--- config.mk ---
export PLATFORM = sky130hd
export DESIGN_NAME = clrs_fifo
export DESIGN_NICKNAME = d
export VERILOG_FILES = /design/src/rtl/clrs_pkg.sv /design/src/rtl/clrs_fifo.sv
export SDC_FILE = /design/constraint.sdc
export NUM_CORES = 1
export LEC_CHECK = 0
export BUFFER_PORTS_ARGS = -buffer_cell sky130_fd_sc_hd__buf_2
export CAP_MARGIN = 20
export CORE_UTILIZATION = 35
export DETAILED_ROUTE_END_ITERATION = 6
export PLACE_DENSITY = 0.67
export SYNTH_ARGS = -nofsm -noshare
export SYNTH_HDL_FRONTEND = slang
export SYNTH_SLANG_ARGS = --single-unit
--- constraint.sdc ---
create_clock -name clock -period 4.1 [get_ports clock]
set_clock_uncertainty 0.2 [all_clocks]
set_input_delay 0.205 -clock clock [delete_from_list [all_inputs] [get_ports clock]]
set_output_delay 0.205 -clock clock [all_outputs]
set_load 0.1 [all_outputs]
--- src/rtl/clrs_pkg.sv ---
// ----------------------------------------------------------------------------
// clrs_pkg
// types and constants of the character lcd request sequencer
// ----------------------------------------------------------------------------
`default_nettype none
package clrs_pkg;
   localparam int QueueSlots   = 13;
   localparam int MaxDigits    = 10;
   localparam int PowerOnTicks = 15;
   localparam int SlotBits     = $clog2(QueueSlots);
   localparam int FifoDepth    = 2;

   localparam logic [2:0] CMD_TICK   = 3'd0;
   localparam logic [2:0] CMD_INIT   = 3'd1;
   localparam logic [2:0] CMD_CURSOR = 3'd2;
   localparam logic [2:0] CMD_CLEAR  = 3'd3;
   localparam logic [2:0] CMD_NUMBER = 3'd4;

   localparam logic [7:0] LCD_FUNC  = 8'h38;
   localparam logic [7:0] LCD_DISP  = 8'h0F;
   localparam logic [7:0] LCD_CLR   = 8'h01;
   localparam logic [7:0] LCD_ROW1  = 8'h40;
   localparam logic [7:0] LCD_DDRAM = 8'd128;
   localparam logic [7:0] ASCII_0   = 8'h30;

   typedef enum logic [1:0] {PH_OFF, PH_INIT, PH_OPER} phase_type;
   typedef enum logic [2:0] {IS_WAIT, IS_FUNC, IS_DISP, IS_CLEAR, IS_END} init_type;
   typedef enum logic [1:0] {K_NONE, K_CURSOR, K_CLEAR, K_NUMBER} kind_type;
   typedef enum logic [1:0] {FS_IDLE, FS_CONV, FS_PUSH} front_state_type;

   typedef struct packed {
      logic [2:0]  cmd;
      logic [1:0]  row;
      logic [5:0]  column;
      logic [31:0] number;
   } req_type;

   typedef struct packed {
      logic       accepted;
      logic       lcd_rs;
      logic       lcd_en;
      logic [7:0] lcd_data;
      logic       ready_res;
   } rsp_type;

   // classified beat from front to back
   typedef struct packed {
      logic [2:0]  cmd;
      logic [7:0]  command;
      logic [39:0] digits;
      logic [3:0]  length;
   } job_type;
endpackage
`default_nettype wire

--- src/rtl/clrs_fifo.sv ---
// ----------------------------------------------------------------------------
// clrs_fifo
// short queue between front and back
// ----------------------------------------------------------------------------
`default_nettype none
module clrs_fifo import clrs_pkg::*; (
   input  wire logic    clock,
   input  wire logic    reset,
   input  wire logic    in_valid,
   output logic         in_stall,
   input  wire job_type in_data,
   output logic         out_valid,
   input  wire logic    out_stall,
   output job_type      out_data
);
   job_type    mem_ff [FifoDepth];
   logic       wp_ff, wp_in, rp_ff, rp_in;
   logic [1:0] cnt_ff, cnt_in;
   logic       push, pop;

   assign in_stall  = (cnt_ff == 2'(FifoDepth));
   assign out_valid = (cnt_ff != '0);
   assign out_data  = mem_ff[rp_ff];
   assign push = in_valid && !in_stall;
   assign pop  = out_valid && !out_stall;

   always_comb begin
      wp_in  = push ? ~wp_ff : wp_ff;
      rp_in  = pop ? ~rp_ff : rp_ff;
      cnt_in = cnt_ff + 2'(push) - 2'(pop);
   end

   always_ff @(posedge clock) begin
      if (reset) begin
         wp_ff <= 1'b0; rp_ff <= 1'b0; cnt_ff <= '0;
      end else begin
         wp_ff <= wp_in; rp_ff <= rp_in; cnt_ff <= cnt_in;
      end
      if (push) mem_ff[wp_ff] <= in_data;
   end
endmodule
`default_nettype wire

; ---- Yosys cells after proc, flatten, opt, wreduce, memory -nomap -nowiden
; Memories as Yosys holds them, arrays and structs flattened. A register that Yosys moved wholly into a read port is not among the register bits.
; Index checks and enable logic that the tools add are counted.
[totals]
reg_bits = 4
memories = 1
input_bits = 59
ramBits = 110
elab_cells = 18
[mem_list]
columns = memory, depth, word_bits, read_ports, rd_ports_with_merged_regs, write_ports, line
row1 = mem_ff, 2, 55, 1, 1, 1, clrs_fifo.sv:16  ; job_type mem_ff [FifoDepth];
[op_classes]
n_reduce_logical = 5
n_addsub = 2
eq_ne = 1
n_bitwise = 2
mux = 4
[ops]
columns = cell, count
row1 = 1-bit 2-to-1 mux, 4
row2 = 2-bit by 1-bit adder with 2-bit output, 1
row3 = 2-bit equality test (second input constant), 1
row4 = 1-bit logical AND, 2
row5 = 1-bit logical NOT, 2
row6 = 1-bit NOT, 2
row7 = 2-bit nonzero test, 1
row8 = 2-bit by 1-bit subtractor with 2-bit output, 1

; ---- Depth between registers and ports, before layout
; Gate-level depths: netlist of the first run.
[depth]
ltp_word = 5
mapped_depth = 8
mapped_depth_nobuf = 8

; ---- Worst setup path after synthesis of the first run
; No wires, ideal clock.
[synth_path]
path_type = register -> register
start = reg cnt_ff[0]
end = mem mem_ff[0][0] (netlist name), enable pin
arrival_time_ps = 2131
period_less_slack_ps = 2740
path_buffers = 0
path_stages_with_launch = 5
setup_time_ps = 409
slack_ps = 1360
path_cell_list = dfxtp_1 nand2b_2 inv_2 or3_1 inv_1
[synth_between]
elab_chain_len = 5
[synth_lines]
columns = element, line
row1 = start: declaration, clrs_fifo.sv:18  ; logic [1:0] cnt_ff, cnt_in;
row2 = start signal: assignment, clrs_fifo.sv:37  ; wp_ff <= wp_in; rp_ff <= rp_in; cnt_ff <= cnt_in;
row3 = 2-bit equality test, clrs_fifo.sv:21  ; assign in_stall = (cnt_ff == 2'(FifoDepth));
row4 = net in_stall, clrs_fifo.sv:10  ; output logic in_stall,
row5 = 1-bit logical NOT, clrs_fifo.sv:24  ; assign push = in_valid && !in_stall;
row6 = 1-bit logical AND, clrs_fifo.sv:24
row7 = 1-bit 2-to-1 mux, clrs_fifo.sv:39  ; if (push) mem_ff[wp_ff] <= in_data;
row8 = 1-bit 2-to-1 mux (not written as such), clrs_fifo.sv:39
row9 = end: declaration, clrs_fifo.sv:16
; The timed path passes the listed nets, and every way through them passes these cells.

==> results.json, run 1 <==
{
  "overall_die_area_sq_mm": 0.0125,
  "groute.usage.overall_pct": 13.8,
  "violations_in_the_final_reports": "design-rule violations",
  "worstReg2RegStart": "cnt_ff[0]",
  "grt_antenna_before_repair": 0,
  "clock_latency_ns": 0.40,
  "drv_cap": 0,
  "slew_headroom_pct": 46.0,
  "worst_ir_drop_vdd_uv": 588,
  "finalNetCount": 451,
  "power.sequential.fraction_pct": 30.4,
  "cts_made_buffers": 17,
  "synth_seq_cells": 115,
  "diodes": 0,
  "area.growth.synth_to_final_pct": 47.2,
  "dr_total_vias": 2455,
  "critPathMaxStageDelay_ns": 0.77,
  "final_layout_size_suffix_gt1_share_pct": 51.1,
  "floorplan.core_area_sq_mm": 0.0116,
  "grt_start_max_net_pins": 45,
  "cts_tree": "done",
  "p_per_area_mw_per_mm2": 817,
  "distinct_cells_synth": 18,
  "fillers": 916,
  "drc_errors": 10,
  "via_per_inst": 4.50,
  "unrepaired_setup_endpoints_after_global_routing": "no",
  "syn_nets": 260,
  "hold_violations": 0,
  "gp_congestion": 0.683,
  "worstHoldPathType": "input port to flop",
  "cts.reportedPaths.clkPinSlew_ns": 0.05,
  "cp_max_fo": 29,
  "path_class": "flop to output pin",
  "synth.cell_area_sq_mm": 0.00422,
  "io-pin-count": 116,
  "cts-htree-levels": 4,
  "min_from": "in_valid",
  "fin_util_pct": 53.7,
  "die_y_um": 112,
  "ctsLongestPathBuffers": 2,
  "slew_viol_final": 0,
  "placement.io_buffers": 115,
  "clock-root-buffer": "sky130_fd_sc_hd__clkbuf_16",
  "post_drt_wl_per_cell_um": 14.5,
  "dieWidth_um": 112,
  "wire_length_of_the_first_global_routing_pass_um": 12600,
  "clkSinkCount": 115,
  "worstPathArrival_ns": 2.36,
  "cts.repair_timing.setup_buffer_count": 0,
  "synth.yosys.seq_area_share_pct": 80.6,
  "route.final.wire_length_um": 7910,
  "switching_share_pct": 40.4,
  "cell_at_the_slowest_stage_of_the_critical_path": "sky130_fd_sc_hd__dfxtp_2",
  "worstPathCellList": "buf_4 -> mux2_2 -> buf_2",
  "dp.final_hpwl_um": 4600,
  "grt_pass1_vias": 2600,
  "initial_cell_density_of_the_core_pct": 36.5,
  "antenna_violating_nets_post_route": 0,
  "status": "complete, but fails checks",
  "timing.final.crit_share_pct": 67.4,
  "clockPowerShare_pct": 32.6,
  "start_kind": "flop",
  "fmax_mhz": 362,
  "avgSynthCellArea_sq_um": 21.2,
  "timing.final.crit_period_ns": 2.76,
  "cts_repair_resize_count": 0,
  "setup-tns-final_ns": 0,
  "first_drt_pass_iteration_count": 6,
  "critical_path.endpoint_type": "output pin",
  "grt-ovfl-total": 0,
  "crit_required_ns": 3.69,
  "fp-row-count": 39,
  "switch_pwr_w": 0.00205,
  "power.static_leakage_nw": 2.41,
  "power_report.internal_total_w": 0.00303,
  "dr.first_iter.drc_count": 119,
  "setup_viol": 0,
  "placed_cells_incl_taps": 455,
  "synth_warnings": 0,
  "actual_transition_at_the_worst_max_transition_pin_ns": 0.809,
  "buffers_inverters_on_critical_path": 2,
  "post_synth_inst_count": 199,
  "layout.cells.non_filler": 546,
  "critical_path.top_delay_family": "flip-flops",
  "share_comb_of_total_power_pct": 37.0
}
==> cells in the mapped netlist, drive strengths merged <==
master	number	area share, %
mux2	55	15
and3	1	0.15
xnor2	1	0.21
dfxtp	5	2.4
inv	5	0.44
nor2	3	0.27
ha	2	0.59
edfxtp	110	78
nand2	1	0.089
xor2	1	0.21
buf	6	1.5
nor2b	1	0.15
or3	2	0.30
nand2b	1	0.21
a21oi	3	0.36
o21ai	2	0.24
==> tightest hold or removal path, delay by kind of cell <==
family,cells,cell delay (ns)
simple gates,2,0.13
xor+xnor,1,0.07
fa+ha+maj,1,0.14
buf+inv,1,0.11
==> logic make-up (layout without fill, tap and decap cells) <==
| kind of cell | Yosys count | count (layout) | share of synthesized area [%] |
|---|---|---|---|
| buffers and inverters | 11 | 215 | 1.96 |
| XOR/XNOR | 2 | 2 | 0.415 |
| multiplexers | 55 | 55 | 14.7 |
| adder cells (fa/ha/maj) | 2 | 2 | 0.593 |
| flip-flops | 115 | 115 | 80.6 |
| AO/OA/AOI/OAI | 5 | 5 | 0.593 |
| AND/OR/NAND/NOR | 9 | 9 | 1.16 |
==> worst paths after layout <==
| check | cells past startpoint | to | slack, ns |
|---|---|---|---|
| worst min-delay path | 5 | cnt_ff[1] | 0.09 |
| worst max register to register | 5 | mem_ff[0][51] | 1.63 |
| worst min register to register | 2 | flop | 0.34 |
| worst max-delay path | 3 | out_data[17] | 1.34 |
==> state kept, by name (all words and copies together), names as in the netlist, named ones only <==
signal / count
mem_ff: 110
cnt_ff: 2
rp_ff: 1
wp_ff: 1
==> through the flow <==
stage,hold WS (ns),total power (W),setup WS (ns),area [sq um]
floorplan,0.0741,0.00316,1.36,4220
global placement,0.194,0.00339,1.64,4940
detailed placement,0.197,0.00341,1.56,4940
CTS,0.0755,0.00513,1.23,6190
global route,0.131,0.00524,1.16,6210
finish,0.0937,0.00508,1.34,6210
==> power groups by stage <==
| stage | clock network, W | registers [W] | logic [W] |
|---|---|---|---|
| 3_3_place_gp | 0 | 0.00156 | 0.00183 |
| 3_5_place_dp | 0 | 0.00157 | 0.00184 |
| 2_1_floorplan | 0 | 0.00153 | 0.00163 |
| 4_1_cts | 0.00170 | 0.00155 | 0.00189 |
| 5_1_grt | 0.00174 | 0.00156 | 0.00194 |
| 6_report | 0.00166 | 0.00154 | 0.00188 |
==> area by class of cell <==
cell class	instances	area [sq um]	share of cell area (%)
repair buffers	178	1210	19.4
clock inverters	14	239	3.85
clock buffers	18	429	6.91
multi-input cells	73	737	11.9
well taps	143	179	2.88
inverters	5	18.8	0.302
flip-flops and latches	115	3400	54.8
==> per-layer routing <==
metal  GRT usage [%]  part of all wire (%)
met1            14.6                    41
met2            23.4                    52
met3            5.44                   5.6
met4            7.48                   1.7
met5               0                     0
==> repair_timing <==
action                                 4_1_cts  5_1_grt
setup endpoints to repair                    0        0
endpoints found under the hold margin      115        0
hold buffers                                58        0
==> cells in the final DEF (no fill, tap or decap), types with 2 or more instances in the layout <==
cell and n:
sky130_fd_sc_hd__buf_2 115, sky130_fd_sc_hd__edfxtp_1 110, sky130_fd_sc_hd__dlygate4sd3_1 58, sky130_fd_sc_hd__mux2_2 55, sky130_fd_sc_hd__clkbuf_16 17, sky130_fd_sc_hd__bufinv_16 7, sky130_fd_sc_hd__clkinv_1 5, sky130_fd_sc_hd__dfxtp_1 4
sky130_fd_sc_hd__buf_4 4, sky130_fd_sc_hd__nor2_1 3, sky130_fd_sc_hd__inv_1 3, sky130_fd_sc_hd__a21oi_1 3, sky130_fd_sc_hd__inv_2 2, sky130_fd_sc_hd__or3_1 2, sky130_fd_sc_hd__o21ai_0 2, sky130_fd_sc_hd__ha_1 2
sky130_fd_sc_hd__clkinv_2 2
Note: power is estimated with default switching activity, not from simulation.
==> run 2, diff against run 1 <==
==> constraint.sdc (replaced) <==
create_clock -name clock -period 2.7 [get_ports clock]
set_clock_uncertainty 0.2 [all_clocks]
set_input_delay 0.135 -clock clock [delete_from_list [all_inputs] [get_ports clock]]
set_output_delay 0.135 -clock clock [all_outputs]
set_load 0.1 [all_outputs]
==> run 2 against run 1 <==
Compared with the run above: non-clock buffer count increased by 1; worst setup slack lost 0.94 ns; critical path type unchanged; the flow still finishes with violations (design-rule violations); critical endpoint is now out_data[43]; utilization down 0.92 points; critical path depth is the same; clock power grew 16%.
==> results.json, run 2 (synthesis results as in run 1) <==
{
  "die_y_um": 112,
  "cts-htree-levels": 4,
  "clock-root-buffer": "sky130_fd_sc_hd__clkbuf_16",
  "total_power_w": 0.00716,
  "power.static_leakage_nw": 2.34,
  "status": "complete, but fails checks",
  "final_layout_size_suffix_gt1_share_pct": 50.4,
  "wire_length_of_the_first_global_routing_pass_um": 12400,
  "area.growth.synth_to_final_pct": 44.7,
  "clock_latency_ns": 0.39,
  "diodes": 0,
  "power.sequential.fraction_pct": 32.6,
  "grt_start_max_net_pins": 45,
  "largest_register_by_flop_count": "mem_ff",
  "gp_congestion": 0.685,
  "final_cell_mix": "115 x sky130_fd_sc_hd__buf_2, 110 x sky130_fd_sc_hd__edfxtp_1, 59 x sky130_fd_sc_hd__dlygate4sd3_1",
  "clockPowerShare_pct": 26.8,
  "via_per_inst": 4.44,
  "antenna_violating_nets_post_route": 0,
  "cts_tree": "done",
  "actual_transition_at_the_worst_max_transition_pin_ns": 0.546,
  "timing.final.crit_share_pct": 85.4,
  "cts.reportedPaths.clkPinSlew_ns": 0.05,
  "overall_die_area_sq_mm": 0.0125,
  "cts_repair_resize_count": 0,
  "worstPathArrival_ns": 1.97,
  "first_drt_pass_iteration_count": 7,
  "finalNetCount": 452,
  "violations_in_the_final_reports": "design-rule violations",
  "reg.largest.list": "mem_ff (110), cnt_ff (2)",
  "final_common_cell": "sky130_fd_sc_hd__buf_2",
  "grt-ovfl-total": 0,
  "io-pin-count": 116,
  "post_drt_wl_per_cell_um": 14.5,
  "setup_viol": 0,
  "start_kind": "flop",
  "dr_total_vias": 2424,
  "placement.io_buffers": 115,
  "final_area_sq_mm": 0.00611,
  "floorplan.core_area_sq_mm": 0.0116,
  "worstHoldPathType": "input port to flop",
  "hold_buf_count_cts": 59,
  "grt_antenna_before_repair": 0,
  "slew_viol_final": 0,
  "critical_path.endpoint_type": "output pin",
  "setup-tns-final_ns": 0,
  "cts.repair_timing.setup_buffer_count": 0,
  "switching_share_pct": 43.1,
  "fillers": 945,
  "ctsLongestPathBuffers": 2,
  "dieWidth_um": 112,
  "cts_made_buffers": 17,
  "min_delay_path_depth": 2,
  "power_report.internal_total_w": 0.00407,
  "p_per_area_mw_per_mm2": 1170,
  "crit_required_ns": 2.37,
  "path_class": "flop to output pin",
  "placed_cells_incl_taps": 456,
  "largest_register_ffs": 110,
  "cp_max_fo": 20,
  "hold_violations": 0,
  "reg2reg_depth": 5,
  "fmax_mhz": 433,
  "slew_headroom_pct": 63.6,
  "placedInstanceArea_sq_mm": 0.00501,
  "grt_pass1_vias": 2569,
  "route.final.wire_length_um": 7910,
  "switch_pwr_w": 0.00309,
  "layout.cells.non_filler": 546,
  "fp-row-count": 39,
  "share_comb_of_total_power_pct": 40.6,
  "fin_util_pct": 52.8,
  "groute.usage.overall_pct": 13.4,
  "unrepaired_setup_endpoints_after_global_routing": "no",
  "dp.final_hpwl_um": 4640,
  "drv_cap": 0,
  "initial_cell_density_of_the_core_pct": 36.5,
  "timing.final.crit_period_ns": 2.31,
  "clkSinkCount": 115,
  "worst_ir_drop_vdd_uv": 588,
  "dr.first_iter.drc_count": 82,
  "drc_errors": 7
}
## run 2: cell types whose count changed in the layout (fill, tap and decap cells not counted), moves of 3 or more
cell / before / now
sky130_fd_sc_hd__buf_12: 1 / 4
sky130_fd_sc_hd__clkinv_2: 2 / 5
sky130_fd_sc_hd__clkbuf_1: 1 / 6
sky130_fd_sc_hd__buf_4: 4 / 1
sky130_fd_sc_hd__bufinv_16: 7 / 1
sky130_fd_sc_hd__clkinv_1: 5 / 2
## run 2: path summary, 6_finish.rpt
check	slack, ns	startpoint	to
hold reg to reg	0.31	wp_ff	wp_ff
hold / removal	0.26	in_data[0]	mem_ff[0][0]
setup reg to reg	0.66	cnt_ff[0]	mem_ff[0][41]
setup / recovery	0.39	flop	out_data[43]
## run 2: area by class of cell
cell class              instances  area (sq um)  share of cell area, %
clock buffers                  23           448                   7.33
repair buffers                179          1250                   20.5
inverters                       5          22.5                  0.369
well taps                     143           179                   2.93
clock inverters                 8          62.6                   1.02
multi-input cells              73           737                   12.1
flip-flops and latches        115          3400                   55.7
## run 2: through the flow
step | hold WS (ns) | setup slack (ns)
CTS | 0.239 | 0.326
global route | 0.246 | 0.291
detailed placement | 0.126 | 0.658
global placement | 0.123 | 0.717
finish | 0.259 | 0.393
floorplan | 0.00407 | 0.243
## run 2: critical path: stages (launching register included)
cell                      delay, ns
sky130_fd_sc_hd__dfxtp_2       0.67
sky130_fd_sc_hd__buf_12        0.24
sky130_fd_sc_hd__mux2_2        0.35
sky130_fd_sc_hd__buf_2         0.30
## run 2: metal layers
| layer | GRT usage (%) | wire length [um] |
|---|---|---|
| met5 | 0 | 0 |
| met4 | 6.31 | 78 |
| met3 | 5.23 | 417 |
| met2 | 22.7 | 4050 |
| met1 | 14.8 | 3360 |
## run 2: power by group through the flow
stage	combinational (W)	clock (W)	sequential, W
floorplan	0.00248	0	0.00232
global placement	0.00284	0	0.00236
detailed placement	0.00285	0	0.00237
CTS	0.00292	0.00198	0.00234
global route	0.00300	0.00205	0.00236
finish	0.00290	0.00192	0.00233
