==> src/rtl/clrs_pkg.sv <==
// ----------------------------------------------------------------------------
// clrs_pkg
// types and constants of the character lcd request sequencer
// ----------------------------------------------------------------------------
`default_nettype none
package clrs_pkg;
   localparam int QueueSlots   = 13;
   localparam int MaxDigits    = 10;
   localparam int PowerOnTicks = 15;
   localparam int SlotBits     = $clog2(QueueSlots);
   localparam int FifoDepth    = 2;

   localparam logic [2:0] CMD_TICK   = 3'd0;
   localparam logic [2:0] CMD_INIT   = 3'd1;
   localparam logic [2:0] CMD_CURSOR = 3'd2;
   localparam logic [2:0] CMD_CLEAR  = 3'd3;
   localparam logic [2:0] CMD_NUMBER = 3'd4;

   localparam logic [7:0] LCD_FUNC  = 8'h38;
   localparam logic [7:0] LCD_DISP  = 8'h0F;
   localparam logic [7:0] LCD_CLR   = 8'h01;
   localparam logic [7:0] LCD_ROW1  = 8'h40;
   localparam logic [7:0] LCD_DDRAM = 8'd128;
   localparam logic [7:0] ASCII_0   = 8'h30;

   typedef enum logic [1:0] {PH_OFF, PH_INIT, PH_OPER} phase_type;
   typedef enum logic [2:0] {IS_WAIT, IS_FUNC, IS_DISP, IS_CLEAR, IS_END} init_type;
   typedef enum logic [1:0] {K_NONE, K_CURSOR, K_CLEAR, K_NUMBER} kind_type;
   typedef enum logic [1:0] {FS_IDLE, FS_CONV, FS_PUSH} front_state_type;

   typedef struct packed {
      logic [2:0]  cmd;
      logic [1:0]  row;
      logic [5:0]  column;
      logic [31:0] number;
   } req_type;

   typedef struct packed {
      logic       accepted;
      logic       lcd_rs;
      logic       lcd_en;
      logic [7:0] lcd_data;
      logic       ready_res;
   } rsp_type;

   // classified beat from front to back
   typedef struct packed {
      logic [2:0]  cmd;
      logic [7:0]  command;
      logic [39:0] digits;
      logic [3:0]  length;
   } job_type;
endpackage
`default_nettype wire

==> src/rtl/clrs_back.sv <==
// ----------------------------------------------------------------------------
// clrs_back
// slot table, init sequence and bus drive; one beat out per job
// ----------------------------------------------------------------------------
`default_nettype none
module clrs_back import clrs_pkg::*; (
   input  wire logic    clock,
   input  wire logic    reset,
   input  wire logic    job_valid,
   output logic         job_stall,
   input  wire job_type job_data,
   output logic         rsp_valid,
   input  wire logic    rsp_stall,
   output rsp_type      rsp_data
);
   phase_type   phase_ff, phase_in;
   init_type    step_ff, step_in;
   logic [3:0]  wait_ff, wait_in;
   logic        en_ff, en_in, rs_ff, rs_in;
   logic [7:0]  bus_ff, bus_in;
   kind_type    kind_ff [QueueSlots];
   logic [7:0]  cmdb_ff [QueueSlots];
   logic [39:0] digs_ff [QueueSlots];
   logic [3:0]  len_ff  [QueueSlots];
   logic [SlotBits-1:0] idx_ff, idx_in;
   logic [3:0]  pos_ff, pos_in;
   logic        ov_ff, ov_in;
   rsp_type     out_ff, out_in;
   // search state
   logic        srch_ff, srch_in;
   logic [SlotBits-1:0] sp_ff, sp_in;
   logic        free_found;
   logic        fire, wr, rel;
   logic [SlotBits-1:0] rel_idx;
   kind_type    wr_kind;
   kind_type    ck;
   logic [3:0]  cl, rdig;
   logic [39:0] cd;
   logic        lastslot;

   assign rsp_valid = ov_ff;
   assign rsp_data  = out_ff;
   assign free_found = (kind_ff[sp_ff] == K_NONE);
   assign lastslot = (sp_ff == SlotBits'(QueueSlots - 1));
   assign ck = kind_ff[idx_ff];
   assign cl = len_ff[idx_ff];
   assign cd = digs_ff[idx_ff];
   assign rdig = 4'(cd >> {cl - pos_ff - 4'd1, 2'b00});

   // stall while a result waits or the slot scan runs
   always_comb begin
      logic is_req;
      is_req = (job_data.cmd == CMD_CURSOR) || (job_data.cmd == CMD_CLEAR) ||
               (job_data.cmd == CMD_NUMBER);
      job_stall = (ov_ff && rsp_stall) || (is_req && !(srch_ff &&
                  (free_found || lastslot)));
      fire = job_valid && !job_stall;
      srch_in = srch_ff; sp_in = sp_ff;
      if (job_valid && is_req && !(ov_ff && rsp_stall)) begin
         if (!srch_ff) begin
            srch_in = 1'b1; sp_in = '0;
         end else if (free_found || lastslot) srch_in = 1'b0;
         else sp_in = sp_ff + 1'b1;
      end
      wr = fire && is_req && free_found;
      unique case (job_data.cmd)
         CMD_CURSOR: wr_kind = K_CURSOR;
         CMD_CLEAR:  wr_kind = K_CLEAR;
         default:    wr_kind = K_NUMBER;
      endcase
   end

   always_comb begin
      phase_in = phase_ff; step_in = step_ff; wait_in = wait_ff;
      en_in = en_ff; rs_in = rs_ff; bus_in = bus_ff;
      idx_in = idx_ff; pos_in = pos_ff; rel = 1'b0; rel_idx = idx_ff;
      ov_in = ov_ff && rsp_stall;
      out_in = out_ff;
      if (fire) begin
         if (job_data.cmd == CMD_INIT) phase_in = PH_INIT;
         else if (job_data.cmd == CMD_TICK && phase_ff == PH_INIT) begin
            unique case (step_ff)
               IS_WAIT: begin
                  wait_in = wait_ff + 4'd1;
                  if (wait_in == 4'(PowerOnTicks)) begin
                     wait_in = '0; step_in = IS_FUNC;
                  end
               end
               IS_FUNC, IS_DISP, IS_CLEAR: begin
                  if (!en_ff) begin
                     rs_in = 1'b0; en_in = 1'b1;
                     bus_in = (step_ff == IS_FUNC) ? LCD_FUNC :
                              (step_ff == IS_DISP) ? LCD_DISP : LCD_CLR;
                  end else begin
                     en_in = 1'b0;
                     step_in = (step_ff == IS_FUNC) ? IS_DISP :
                               (step_ff == IS_DISP) ? IS_CLEAR : IS_END;
                  end
               end
               default: phase_in = PH_OPER;
            endcase
         end else if (job_data.cmd == CMD_TICK && phase_ff == PH_OPER) begin
            unique case (ck)
               K_CURSOR, K_CLEAR: begin
                  if (!en_ff) begin
                     rs_in = 1'b0; en_in = 1'b1; bus_in = cmdb_ff[idx_ff];
                  end else begin
                     en_in = 1'b0; rel = 1'b1;
                  end
               end
               K_NUMBER: begin
                  if (pos_ff < cl && cl <= 4'(MaxDigits)) begin
                     if (!en_ff) begin
                        rs_in = 1'b1; en_in = 1'b1; bus_in = ASCII_0 + 8'(rdig);
                     end else begin
                        en_in = 1'b0; pos_in = pos_ff + 4'd1;
                     end
                  end else begin
                     rel = 1'b1; pos_in = '0;
                  end
               end
               default: idx_in = '0;
            endcase
            if (rel) idx_in = (idx_ff == SlotBits'(QueueSlots - 1)) ? '0 : idx_ff + 1'b1;
         end
         ov_in = 1'b1;
         out_in.accepted  = wr;
         out_in.lcd_rs    = rs_in;
         out_in.lcd_en    = en_in;
         out_in.lcd_data  = bus_in;
         out_in.ready_res = (phase_in == PH_OPER);
      end
   end

   always_ff @(posedge clock) begin
      if (reset) begin
         phase_ff <= PH_OFF; step_ff <= IS_WAIT; wait_ff <= '0;
         en_ff <= 1'b0; rs_ff <= 1'b0; bus_ff <= '0;
         idx_ff <= '0; pos_ff <= '0; ov_ff <= 1'b0;
         srch_ff <= 1'b0; sp_ff <= '0;
         for (int i = 0; i < QueueSlots; i++) kind_ff[i] <= K_NONE;
      end else begin
         phase_ff <= phase_in; step_ff <= step_in; wait_ff <= wait_in;
         en_ff <= en_in; rs_ff <= rs_in; bus_ff <= bus_in;
         idx_ff <= idx_in; pos_ff <= pos_in; ov_ff <= ov_in;
         srch_ff <= srch_in; sp_ff <= sp_in;
         if (rel) kind_ff[rel_idx] <= K_NONE;
         if (wr) kind_ff[sp_ff] <= wr_kind;
      end
      out_ff <= out_in;
      if (wr) begin
         cmdb_ff[sp_ff] <= job_data.command;
         digs_ff[sp_ff] <= job_data.digits;
         len_ff[sp_ff]  <= job_data.length;
      end
   end
endmodule
`default_nettype wire

==> config.mk <==
export PLATFORM = sky130hd
export DESIGN_NAME = clrs_back
export DESIGN_NICKNAME = d
export VERILOG_FILES = /design/src/rtl/clrs_pkg.sv /design/src/rtl/clrs_back.sv
export SDC_FILE = /design/constraint.sdc
export NUM_CORES = 1
export LEC_CHECK = 0
export BUFFER_PORTS_ARGS = -buffer_cell sky130_fd_sc_hd__clkbuf_2
export CAP_MARGIN = 20
export CELL_PAD_IN_SITES_DETAIL_PLACEMENT = 2
export CELL_PAD_IN_SITES_GLOBAL_PLACEMENT = 2
export CORE_ASPECT_RATIO = 2
export CORE_MARGIN = 2
export CORE_UTILIZATION = 30
export DETAILED_ROUTE_END_ITERATION = 16
export PLACE_DENSITY_LB_ADDON = 0.3
export SETUP_SLACK_MARGIN = 0.5
export SYNTH_ARGS = -nofsm -noshare
export SYNTH_HDL_FRONTEND = slang
export SYNTH_SLANG_ARGS = --single-unit
==> constraint.sdc <==
create_clock -name clock -period 14 [get_ports clock]
set_input_delay 0.7 -clock clock [delete_from_list [all_inputs] [get_ports clock]]
set_output_delay 0.7 -clock clock [all_outputs]
set_load 0.01 [all_outputs]
## Word-level counts from Yosys, hierarchy flattened

Memories as Yosys holds them, arrays and structs flattened. A register that Yosys moved wholly into a read port is not among the register bits.
Index checks and enable logic that the tools add are counted.

| cells by class | value |
|---|---|
| reductions and logical operators | 33 |
| equal/unequal tests | 21 |
| mux-type cells | 83 |
| shift operators | 1 |
| $add $sub $neg | 7 |
| magnitude comparators | 2 |
| bitwise logic cells | 2 |

Operators with widths:

| operator | number |
|---|---|
| 4-bit 2-to-1 mux | 21 |
| 8-bit 2-to-1 mux | 8 |
| 40-bit by 6-bit >> shifter with 4-bit output | 1 |
| 1-bit 2-to-1 mux | 37 |
| 4-bit by 1-bit adder with 4-bit output (second input constant) | 4 |
| 8-bit case mux with 2 select lines | 1 |
| 3-bit by 2-bit equality test with 1-bit output (second input constant) | 4 |
| 4-bit equality test (second input constant) | 3 |
| 2-bit 2-to-1 mux | 6 |
| 3-bit 2-to-1 mux | 4 |
| 6-bit AND reduction | 2 |
| 1-bit logical AND | 11 |
| 2-bit equality test (second input constant) | 4 |
| 2-bit != test (second input constant) | 4 |
| 6-bit by 4-bit adder with 7-bit output (first input constant) | 1 |
| 3-bit by 1-bit equality test with 1-bit output (second input constant) | 2 |
| 3-bit logical NOT | 2 |
| 6-bit 2-to-1 mux | 1 |
| 1-bit case mux with 2 select lines | 3 |
| 3-bit case mux with 2 select lines | 1 |
| 2-bit OR reduction | 3 |
| 3-bit OR reduction | 2 |
| 5-bit AND reduction | 1 |
| 2-bit by 1-bit equality test with 1-bit output (second input constant) | 2 |
| 15 further kinds | 21 |

| storage, ports and cells | value |
|---|---|
| output and inout port bits | 14 |
| register bits after elaboration | 45 |
| memory bits (writable) | 702 |
| input port bits | 59 |
| word-level logic and storage cells | 169 |
| memories kept | 4 |

Memory list:

| memory | depth | bits a word | rd ports | clocked after memory_dff | wr ports | line | text |
|---|---|---|---|---|---|---|---|
| digs_ff | 13 | 40 | 1 | 1 | 1 | clrs_back.sv:23 | `logic [39:0] digs_ff [QueueSlots];` |
| cmdb_ff | 13 | 8 | 1 | 1 | 1 | clrs_back.sv:22 | `logic [7:0] cmdb_ff [QueueSlots];` |
| len_ff | 13 | 4 | 1 | 1 | 1 | clrs_back.sv:24 | `logic [3:0] len_ff [QueueSlots];` |
| kind_ff | 13 | 2 | 2 | 2 | 13 | clrs_back.sv:21 | `kind_type kind_ff [QueueSlots];` |

## Depth between registers and ports, before layout

Gate-level depths: netlist of run 1.

| depth | value |
|---|---|
| depth in word-level cells | 19 |
| mapped depth | 18 |
| depth with buffers taken out | 16 |

## Worst setup path after synthesis of run 1

Ideal clock, no wire load.

| timing path | value |
|---|---|
| kind | input to register |
| start point | input job_data[53] in the netlist's numbering |
| end point | memory cmdb_ff[10][0] (enable) |
| data required time | 13.538 ns |
| stages | 7 |
| setup slack | 9.517 ns |
| setup time | 0.462 ns |
| buffers on the path | 0 |
| arrival time | 4.020 ns |
| path through | nor2_1 > a21oi_1 > nand3b_1 > or3_1 > inv_1 > nand3_1 > nor2_1 |

| between the ends | value |
|---|---|
| word-level cells in the longest chain between the ends | 11 |
| elaborated cells between the ends (all ways) | 13 |
| those cells by class | 3 x eq/ne; 2 x mux; 8 x reduce/logical |

Ends and longest elaborated chain:

| element | line | text |
|---|---|---|
| start: declaration | clrs_back.sv:11 | `input wire job_type job_data,` |
| 3-bit by 2-bit equality test with 1-bit output | clrs_back.sv:53 | `is_req = (job_data.cmd == CMD_CURSOR) \|\| (job_data.cmd == CMD_CLEAR) \|\|` |
| 1-bit logical OR | clrs_back.sv:53 |  |
| 1-bit logical OR (*) | clrs_back.sv:53 |  |
| 1-bit logical AND | clrs_back.sv:55 | `job_stall = (ov_ff && rsp_stall) \|\| (is_req && !(srch_ff &&` |
| 1-bit logical OR | clrs_back.sv:55 |  |
| 1-bit logical NOT | clrs_back.sv:57 | `fire = job_valid && !job_stall;` |
| 1-bit logical AND | clrs_back.sv:57 |  |
| 1-bit logical AND (*) (2 in a row) | clrs_back.sv:65 | `wr = fire && is_req && free_found;` |
| named net wr | clrs_back.sv:33 | `logic fire, wr, rel;` |
| 1-bit 2-to-1 mux (*) | clrs_back.sv:151 | `if (wr) begin` |
| 1-bit 2-to-1 mux (not written as such) (*) | clrs_back.sv:152 | `cmdb_ff[sp_ff] <= job_data.command;` |
| end: declaration | clrs_back.sv:22 |  |

The timed path passes the listed nets; every way through them passes the cells marked *.

==> impl_metrics.env, run 1 <==
export IMPL_netlist_area_mm2=0.0310
export IMPL_rows=166
export IMPL_wl_per_cell_um=29.9
export IMPL_synth_compound_area_frac=0.0512
export IMPL_power_density_mw_per_mm2=130
export IMPL_cts_max_path_buffers=3
export IMPL_max_stage_delay_ns=0.89
export IMPL_fin_cells=3175
export IMPL_power_frac_clock=0.433
export IMPL_rsz0062_at_grt="no"
export IMPL_hold_viol_final=0
export IMPL_firstDrtPassIters=5
export IMPL_clock_skew_ns=0.0301
export IMPL_p_seq_frac=0.549
export IMPL_synth_top_cell_area_share=0.698
export IMPL_fin_setup_tns_ns=0
export IMPL_synth_edff_count=720
export IMPL_yosys_area_share_simple=0.0477
export IMPL_synthAdderAreaFrac=0.00751
export IMPL_required_ns=14.54
export IMPL_dp_cells=3049
export IMPL_fillers=10100
export IMPL_dieWidth_um=231
export IMPL_cp_arrival_ns=6.19
export IMPL_fmax_ghz=0.177
export IMPL_maxSlewViolCount=0
export IMPL_period_needed_ns=5.65
export IMPL_multi_input_area_mm2=0.00789
export IMPL_leakage_nw=10.7
export IMPL_drcViolationCount=0
export IMPL_tritoncts="done"
export IMPL_synth_xor_area_frac=0.00255
export IMPL_start_util=0.302
export IMPL_ir_worst_vdd_mv=0.0805
export IMPL_cts_resized=0
export IMPL_dr_first_iter_drc_count=1272
export IMPL_cts_max_level=3
export IMPL_cp_start_kind="register"
export IMPL_portBuffers=72
export IMPL_core_mm2=0.102
export IMPL_setup_violations=0
export IMPL_yosys_top_cells_area="edfxtp_1, mux4_2, dfxtp_1"
export IMPL_grt_usage=0.181
export IMPL_worstPathMaxFanout=63
export IMPL_grt_pass1_wl_mm=137
export IMPL_dp_hpwl_mm=60.0
export IMPL_wl_mm=94.9
export IMPL_gp_congestion=0.777
export IMPL_synth_top_family_by_area="multiplexers"
export IMPL_critPathCaptureType="register"
export IMPL_clock_latency_ns=0.65
export IMPL_comb_power_share=0.018
export IMPL_async_flop_share=0
export IMPL_drive_gt1_frac=0.237
export IMPL_path_clk_slew_ns=0.07
export IMPL_hp_class="primary input to register"
export IMPL_grt_overflow=0
export IMPL_syn_area_per_cell_um2=18.4
export IMPL_synthFlopType="edfxtp_1"
export IMPL_drv_cap=0
export IMPL_seq_area_mm2=0.0225
export IMPL_hold_buffers=0
export IMPL_synth_distinct_cells=86
export IMPL_die_h_um=458
export IMPL_yosys_area_top_type="edfxtp_1"
export IMPL_clock_sinks=761
export IMPL_final_util=0.343
export IMPL_synthMuxAreaShare=0.143
export IMPL_fin_crit_sh=0.404
export IMPL_path_cells="buf_4, mux2_2, o22ai_1, a21oi_1, a21o_1, ha_1, fa_1, xor2_1, nor2_1, nand4_1, nand4_1, a311o_1, o2111ai_1, o211ai_1, a221oi_1"
export IMPL_p_int_mw=3.60
export IMPL_io_pins=73
export IMPL_antenna_found_initial=9
export IMPL_ys_seq_area_frac=0.725
export IMPL_syn_to_final_growth_pct=13.4
export IMPL_antenna_left=0
export IMPL_numCtsBuffers=68
export IMPL_syn_inst=1684
export IMPL_tightest_slew_ns=1.05
export IMPL_path_class="register to register"
export IMPL_status="completed"
export IMPL_cts_root_buffer="clkbuf_16"
export IMPL_grt_max_degree=64
export IMPL_slowest_stage="buf_4"
export IMPL_path_common_cell="nand4_1"
export IMPL_p_sw_mw=0.947
export IMPL_dieArea_mm2=0.106
export IMPL_vias=16400
export IMPL_synth_seq_cells=761
export IMPL_fin_nets=1852
export IMPL_cts_setup_buffers=0
export IMPL_syn_num_nets=1761
export IMPL_swShare=0.208
export IMPL_synth_warnings=0
export IMPL_grt_pass1_vias=18300
export IMPL_slew_headroom=0.299
export IMPL_vias_per_cell=5.17
-- through the flow --
stage          cell area [µm²]  total power [mW]  worst slack, ns  hold slack, ns
2_1_floorplan            31000              2.58             9.52           0.457
3_3_place_gp             32800              2.63             8.54           0.475
3_5_place_dp             32800              2.63             8.35           0.494
4_1_cts                  35100              4.60             8.33           0.335
5_1_grt                  35100              4.67             7.84           0.355
6_report                 35100              4.55             8.35           0.366
-- cell families after synthesis --
kind of cell,after synthesis
flops,761
simple gates,305
compound gates,234
mux,229
buf+inv,128
fa+ha+maj,18
xor+xnor,9
-- power by group through the flow --
stage,clock network (mW),registers (mW),logic (mW)
after floorplan,0,2.55,0.0285
after global placement,0,2.55,0.0773
after detailed placement,0,2.55,0.0832
after CTS,2.02,2.50,0.0834
after global routing,2.08,2.50,0.0897
final,1.97,2.50,0.0817
-- cell usage after synthesis, types with 16 or more instances --
| master | n |
|---|---|
| nand2b_1 | 16 |
| inv_1 | 36 |
| a21oi_1 | 42 |
| nand3_1 | 16 |
| nor3_1 | 29 |
| buf_2 | 25 |
| mux2i_1 | 42 |
| mux2_2 | 21 |
| o21ai_0 | 45 |
| buf_6 | 16 |
| nor2_1 | 90 |
| a31oi_1 | 24 |
| edfxtp_1 | 720 |
| o22ai_1 | 27 |
| nand2_1 | 79 |
| clkbuf_1 | 24 |
| dfxtp_1 | 41 |
| mux4_2 | 155 |
| ha_1 | 17 |
-- cell usage in the layout (no fill, tap or decap), drive strengths merged, types with 7 or more instances in the layout --
master,n
nor2b,10
nand4,8
a21oi,43
mux4,165
mux2i,42
and3,12
edfxtp,720
o22ai,27
nand2,80
clkinv,25
mux2,22
nor2,91
a31oi,25
a211oi,13
dfxtp,41
nand3,16
or3,9
inv,44
buf,36
o21ai,57
nand2b,16
bufinv,7
clkbuf,156
nor3,29
ha,17
-- registers in the layout, summed over array words and instances (netlist names), named ones only --
signal     cells
phase_ff       2
idx_ff         4
bus_ff         8
en_ff          1
step_ff        3
sp_ff          4
kind_ff       32
srch_ff        1
cmdb_ff      104
digs_ff      520
rsp_data      12
wait_ff        4
pos_ff         4
rsp_valid      1
len_ff        52
rs_ff          1
-- path summary, 6_finish.rpt --
check        slack (ns)  cells after the start         end  startpoint
max reg2reg        8.35                     15   bus_ff[1]    register
min reg2reg        0.50                      1  wait_ff[3]  wait_ff[3]
max                8.35                     15   bus_ff[1]    register
min                0.37                      3   rsp_valid   rsp_stall
-- critical path, delay by kind of cell (launching register included) --
family	cells	cell delay (ns)
AOI/OAI and AO/OA	7	1.45
buffers and inverters	1	0.89
DFF	1	0.80
xor gates and xnor gates	1	0.69
adders and majority gates	2	0.66
and+or+nand+nor	3	0.57
muxes	1	0.43
-- area by class of cell --
| type | instances | area share |
|---|---|---|
| Sequential cell | 761 | 0.639 |
| Multi-Input combinational cell | 795 | 0.225 |
| Clock buffer | 84 | 0.0532 |
| Tap cell | 1344 | 0.0479 |
| Timing Repair Buffer | 108 | 0.0183 |
| Clock inverter | 39 | 0.0120 |
| Inverter | 41 | 0.00438 |
| Antenna cell | 3 | 0.000214 |
-- metal layers --
metal | vias up | wire length [µm] | global-route usage
met1 | 8876 | 35600 | 0.201
met3 | 131 | 3380 | 0.0286
met2 | 340 | 52200 | 0.341
met5 | - | 86 | 0
li1 | 7045 | - | -
met4 | 14 | 3690 | 0.0719
(Power assumes the default switching activity.)
==> run 2, diff against run 1 <==
clock period = 5.7 ns   (was 14 ns; I/O delays follow)
==> run 2 against run 1 <==
- via count rose by 1.0%
- global-route usage is essentially flat
- core utilization rose by 0.39 points
- critical endpoint is now kind_ff[8][1]
- highest routed layer unchanged
- clock skew grew 0.0027 ns
- largest power group unchanged
- non-clock buffer count is 47 higher
- setup slack got worse by 7.5 ns
- first-iteration DRC count is 9.9% lower
==> impl_metrics.env, run 2 (same netlist as run 1, synthesis figures left out) <==
export IMPL_drv_cap=0
export IMPL_drive_gt1_frac=0.233
export IMPL_ir_worst_vdd_mv=0.236
export IMPL_rsz0062_at_grt="no"
export IMPL_grt_pass1_wl_mm=137
export IMPL_layout_commonest_cell="edfxtp_1"
export IMPL_dp_hpwl_mm=61.2
export IMPL_status="completed"
export IMPL_power_density_mw_per_mm2=307
export IMPL_tritoncts="done"
export IMPL_io_pins=73
export IMPL_period_needed_ns=4.81
export IMPL_worstPathMaxFanout=24
export IMPL_dieArea_mm2=0.106
export IMPL_firstDrtPassIters=6
export IMPL_hold_start="job_data[18]"
export IMPL_final_util=0.347
export IMPL_grt_max_degree=92
export IMPL_fillers=10000
export IMPL_clock_latency_ns=0.67
export IMPL_cts_root_buffer="clkbuf_16"
export IMPL_multi_input_area_mm2=0.00790
export IMPL_die_h_um=458
export IMPL_dr_first_iter_drc_count=1146
export IMPL_wl_mm=94.9
export IMPL_path_class="register to register"
export IMPL_dieWidth_um=231
export IMPL_cp_start_kind="register"
export IMPL_clock_skew_ns=0.0328
export IMPL_slew_headroom=0.205
export IMPL_vias=16600
export IMPL_fin_setup_tns_ns=0
export IMPL_setup_violations=0
export IMPL_portBuffers=72
export IMPL_wl_per_cell_um=29.5
export IMPL_path_clk_slew_ns=0.07
export IMPL_grt_pass1_vias=18800
export IMPL_vias_per_cell=5.15
export IMPL_tightest_slew_ns=1.19
export IMPL_largest_reg_flops=520
export IMPL_cts_max_level=3
export IMPL_critPathCaptureType="register"
export IMPL_gp_congestion=0.816
export IMPL_required_ns=6.01
export IMPL_cts_max_path_buffers=3
export IMPL_leakage_nw=10.9
export IMPL_hp_class="primary input to register"
export IMPL_top_regs="digs_ff x520, cmdb_ff x104, len_ff x52"
export IMPL_seq_area_mm2=0.0225
export IMPL_largest_register="digs_ff"
export IMPL_fin_nets=1898
export IMPL_grt_overflow=0
export IMPL_rows=166
export IMPL_cp_arrival_ns=5.11
export IMPL_fmax_ghz=0.208
export IMPL_layout_common_cells="edfxtp_1, mux4_2, nor2_1"
export IMPL_numCtsBuffers=67
export IMPL_hold_viol_final=0
export IMPL_core_mm2=0.102
export IMPL_drcViolationCount=0
export IMPL_antenna_found_initial=8
export IMPL_grt_usage=0.182
export IMPL_maxSlewViolCount=0
export IMPL_antenna_left=0
export IMPL_syn_to_final_growth_pct=14.7
export IMPL_cts_setup_buffers=0
export IMPL_start_util=0.302
export IMPL_clock_sinks=761
export IMPL_fin_crit_sh=0.843
-- run 2: cell types whose count changed in the layout (fill, tap and decap cells not counted), moves of 2 or more --
cell           previous run  this run
clkinvlp_4                4         2
clkbuf_8                  2         0
clkbuf_16                72        68
buf_4                    35        39
clkbuf_1                 10        12
clkinv_1                  9        17
buf_12                    1        12
diode_2                   3         5
bufinv_16                 7         5
clkinv_8                  1         3
clkinv_2                 11         7
clkinv_4                  4         1
dlygate4sd3_1             0        32
-- run 2: final cells by class --
type | instances | area share
clock inverter | 38 | 0.0102
sequential | 761 | 0.632
timing repair buffer | 155 | 0.0342
inverter | 41 | 0.00433
antenna | 5 | 0.000352
multi-input combinational | 795 | 0.222
clock buffer | 80 | 0.0492
tap | 1344 | 0.0473
-- run 2: power breakdown --
part	total, mW	switching [mW]	leakage [nW]	internal, mW
combinational	0.221	0.154	3.02	0.0664
clock	4.56	2.12	1.02	2.44
sequential	6.14	0.0163	6.85	6.12
total	10.9	2.29	10.9	8.63
-- run 2: repair_timing --
item                       CTS  global route
resized for setup            0             2
setup endpoints to repair    0             4
hold endpoints to repair   382             0
hold buffers                32             0
-- run 2: stage by stage --
step	area, µm²	setup WS, ns	hold WS (ns)	cells	power [mW]
floorplan	31000	1.24	0.384	1684	6.33
global placement	33100	0.969	0.471	3063	6.45
detailed placement	33100	0.795	0.491	3063	6.47
CTS	35500	0.763	0.00127	3213	11.0
global route	35500	0.554	0.0520	3216	11.2
finish	35500	0.894	0.0289	3219	10.9
-- run 2: worst paths after layout --
| kind | to | slack, ns | depth (start not counted) |
|---|---|---|---|
| max | kind_ff[8][1] | 0.89 | 15 |
| min | digs_ff[8][14] | 0.03 | 1 |
| max reg2reg | kind_ff[8][1] | 0.89 | 15 |
| min reg2reg | wait_ff[3] | 0.50 | 1 |
-- run 2: critical path: stages (launching register included) --
cell and delay [ns]:
dfxtp_4 0.53, buf_4 0.44, mux4_2 0.56, mux2i_1 0.31, nor2_1 0.08, a21o_1 0.23, fa_1 0.43, nor2b_1 0.16
o21ai_0 0.09, nand2b_1 0.13, a21oi_1 0.08, a211oi_2 0.51, and4_1 0.27, a31oi_1 0.08, buf_4 0.24, o21ai_0 0.32
-- run 2: layer usage --
metal  vias to the layer above  GRT usage  part of all wire
li1                       7132          -                 -
met1                      8991      0.195              0.37
met2                       318      0.349              0.56
met3                       128     0.0238             0.030
met4                         6     0.0802             0.039
met5                         -          0           0.00041
==> run 3, diff against run 2 <==
ABC_AREA = 1   (was unset)
clock period = 4.6 ns   (was 5.7 ns; I/O delays follow)
==> run 3 against run 2 <==
- cell count up 33%
- via count up 35%
- synthesized cell count up 66%
- sequential power up 24%
- routed wire length up 16%
- register-to-register slack worse by 0.26 ns
- flip-flop and latch count unchanged
- design area up 2.5%
- count of clock-buffer cells in the layout up 2
- worst hold slack better by 0.032 ns
==> impl_metrics.env, run 3 <==
export IMPL_status="completed"
export IMPL_synthFlopType="edfxtp_1"
export IMPL_path_cells="inv_8, o21ai_0, o22ai_1, o21ai_0, nand2_1, ha_1, fa_1, or2_2, nand2_1, a21oi_1, nand2_2, nand2_1, nand2_1, nand3_1, nand2_4, nand3_1, nor3_1"
export IMPL_max_stage_delay_ns=0.49
export IMPL_p_int_mw=10.7
export IMPL_start_util=0.303
export IMPL_wl_per_cell_um=25.6
export IMPL_ys_seq_area_frac=0.706
export IMPL_syn_num_nets=2867
export IMPL_antenna_found_initial=8
export IMPL_hold_viol_final=0
export IMPL_top_regs="digs_ff x520, cmdb_ff x104, len_ff x52"
export IMPL_synth_distinct_cells=40
export IMPL_yosys_area_top_type="edfxtp_1"
export IMPL_synth_commonest_cells="edfxtp_1, nand2_1, nand3_1"
export IMPL_rsz0062_at_grt="yes"
export IMPL_seq_area_mm2=0.0225
export IMPL_setup_violations=0
export IMPL_largest_register="digs_ff"
export IMPL_clock_skew_ns=0.0341
export IMPL_cp_num_buf_inv=1
export IMPL_comb_power_share=0.028
export IMPL_die_h_um=464
export IMPL_tritoncts="done"
export IMPL_antenna_left=0
export IMPL_fin_ws_ns=0.631
export IMPL_synth_top_cell_area_share=0.681
export IMPL_required_ns=4.92
export IMPL_cts_root_buffer="clkbuf_16"
export IMPL_post_place_ws_ns=0.336
export IMPL_power_mw=13.6
export IMPL_fin_setup_tns_ns=0
export IMPL_maxSlewViolCount=0
export IMPL_layout_commonest_cell="edfxtp_1"
export IMPL_fmax_ghz=0.252
export IMPL_multi_input_area_mm2=0.00824
export IMPL_worstPathMaxFanout=53
export IMPL_power_density_mw_per_mm2=375
export IMPL_drv_cap=0
export IMPL_firstDrtPassIters=4
export IMPL_synth_warnings=0
export IMPL_syn_inst=2790
export IMPL_dp_hpwl_mm=63.7
export IMPL_io_pins=73
export IMPL_p_sw_mw=2.95
export IMPL_swShare=0.216
export IMPL_grt_max_degree=189
export IMPL_layout_common_cells="edfxtp_1, nand2_1, nand3_1"
export IMPL_vias=22400
export IMPL_vias_per_cell=5.22
export IMPL_tightest_slew_ns=1.12
export IMPL_cts_max_path_buffers=3
export IMPL_dr_first_iter_drc_count=1227
export IMPL_wl_mm=110
export IMPL_syn_area_per_cell_um2=11.4
export IMPL_yosys_top_cells_area="edfxtp_1, nand3_1, nand2_1"
export IMPL_path_class="register to register"
export IMPL_gp_congestion=0.783
export IMPL_grt_pass1_wl_mm=164
export IMPL_fillers=10900
export IMPL_p_seq_frac=0.559
export IMPL_slowest_stage="dfxtp_4"
export IMPL_numCtsBuffers=70
export IMPL_syn_to_final_growth_pct=14.7
export IMPL_critPathCaptureType="register"
export IMPL_portBuffers=72
export IMPL_ir_worst_vdd_mv=0.182
export IMPL_leakage_nw=12.6
export IMPL_grt_overflow=0
export IMPL_slew_headroom=0.256
export IMPL_core_mm2=0.105
export IMPL_dieWidth_um=234
export IMPL_clock_sinks=761
export IMPL_hp_class="primary input to register"
export IMPL_cp_arrival_ns=4.29
export IMPL_largest_reg_flops=520
export IMPL_synth_seq_cells=761
export IMPL_fin_crit_sh=0.863
export IMPL_dieArea_mm2=0.109
export IMPL_netlist_area_mm2=0.0318
export IMPL_cp_start_kind="register"
export IMPL_cts_max_level=3
export IMPL_grt_usage=0.204
export IMPL_power_frac_clock=0.412
export IMPL_path_common_cell="nand2_1"
export IMPL_path_clk_slew_ns=0.07
export IMPL_crit_family="simple AND/OR/NAND/NOR gates"
export IMPL_async_flop_share=0
export IMPL_synth_most_common_cell="edfxtp_1"
export IMPL_fin_nets=2956
export IMPL_grt_pass1_vias=25500
export IMPL_clock_latency_ns=0.66
export IMPL_synth_edff_count=720
export IMPL_rows=168
export IMPL_drive_gt1_frac=0.0937
export IMPL_drcViolationCount=0
export IMPL_period_needed_ns=3.97
## run 3: cell count changes after synthesis, moves of 47 or more
cell	previous run	this run
nand2_1	79	655
nand3_1	16	492
mux4_2	155	0
nor2_1	90	204
o21ai_0	45	156
inv_1	36	112
a21oi_1	42	89
## run 3: timing repair
| action | in CTS | in global routing |
|---|---|---|
| hold buffers | 50 | 0 |
| setup buffers | 0 | 3 |
| pin swaps | 0 | 0 |
| endpoints found under the hold margin | 614 | 0 |
| setup endpoints to repair | 9 | 42 |
| gates resized for setup | 2 | 9 |
## run 3: cells by family (layout without fill, tap and decap cells)
logic type / count (synthesis) / in the layout / share of synthesized area
AO/OA/AOI/OAI: 332 / 332 / 0.0595
XOR/XNOR: 6 / 6 / 0.00165
adder cells (fa/ha/maj): 18 / 18 / 0.00733
buffers and inverters: 280 / 415 / 0.0383
flip-flops: 761 / 761 / 0.706
other: 0 / 3 / 0
AND/OR/NAND/NOR: 1393 / 1393 / 0.187
## run 3: layout make-up
class,count,area share
clock inverters,36,0.00684
repair buffers,177,0.0405
flip-flops and latches,761,0.616
diodes,3,0.000206
well taps,1360,0.0467
inverters,120,0.0131
multi-input cells,1749,0.226
clock buffers,82,0.0499
## run 3: final timing paths
check | from | end | slack (ns) | cells after the start
max reg2reg | register | kind_ff[15][0] | 0.63 | 17
min | job_data[19] | digs_ff[8][15] | 0.06 | 1
max | register | kind_ff[15][0] | 0.63 | 17
min reg2reg | wait_ff[3] | wait_ff[3] | 0.48 | 2
## run 3: power groups by stage
| stage | clock, mW | combinational, mW | sequential (mW) |
|---|---|---|---|
| 6_report | 5.63 | 0.388 | 7.63 |
| 3_3_place_gp | 0 | 0.333 | 7.78 |
| 2_1_floorplan | 0 | 0.142 | 7.78 |
| 4_1_cts | 5.75 | 0.395 | 7.63 |
| 3_5_place_dp | 0 | 0.353 | 7.78 |
| 5_1_grt | 5.99 | 0.430 | 7.63 |
## run 3: stage by stage
step                      hold slack, ns   util  cells  instance area [µm²]
after floorplan                    0.329      -   2790                31800
after detailed placement           0.476  0.322   4114                33800
after CTS                         0.0245  0.347   4282                36400
after global routing              0.0461  0.347   4288                36400
after global placement             0.461  0.322   4114                33800
final                             0.0612  0.347   4288                36400
## run 3: metal layers
metal,track usage,up-vias,share of wire
met4,0.0767,8,0.035
met1,0.224,11800,0.38
met2,0.389,357,0.55
met5,0,-,0.00044
li1,-,10000,-
met3,0.0280,183,0.027
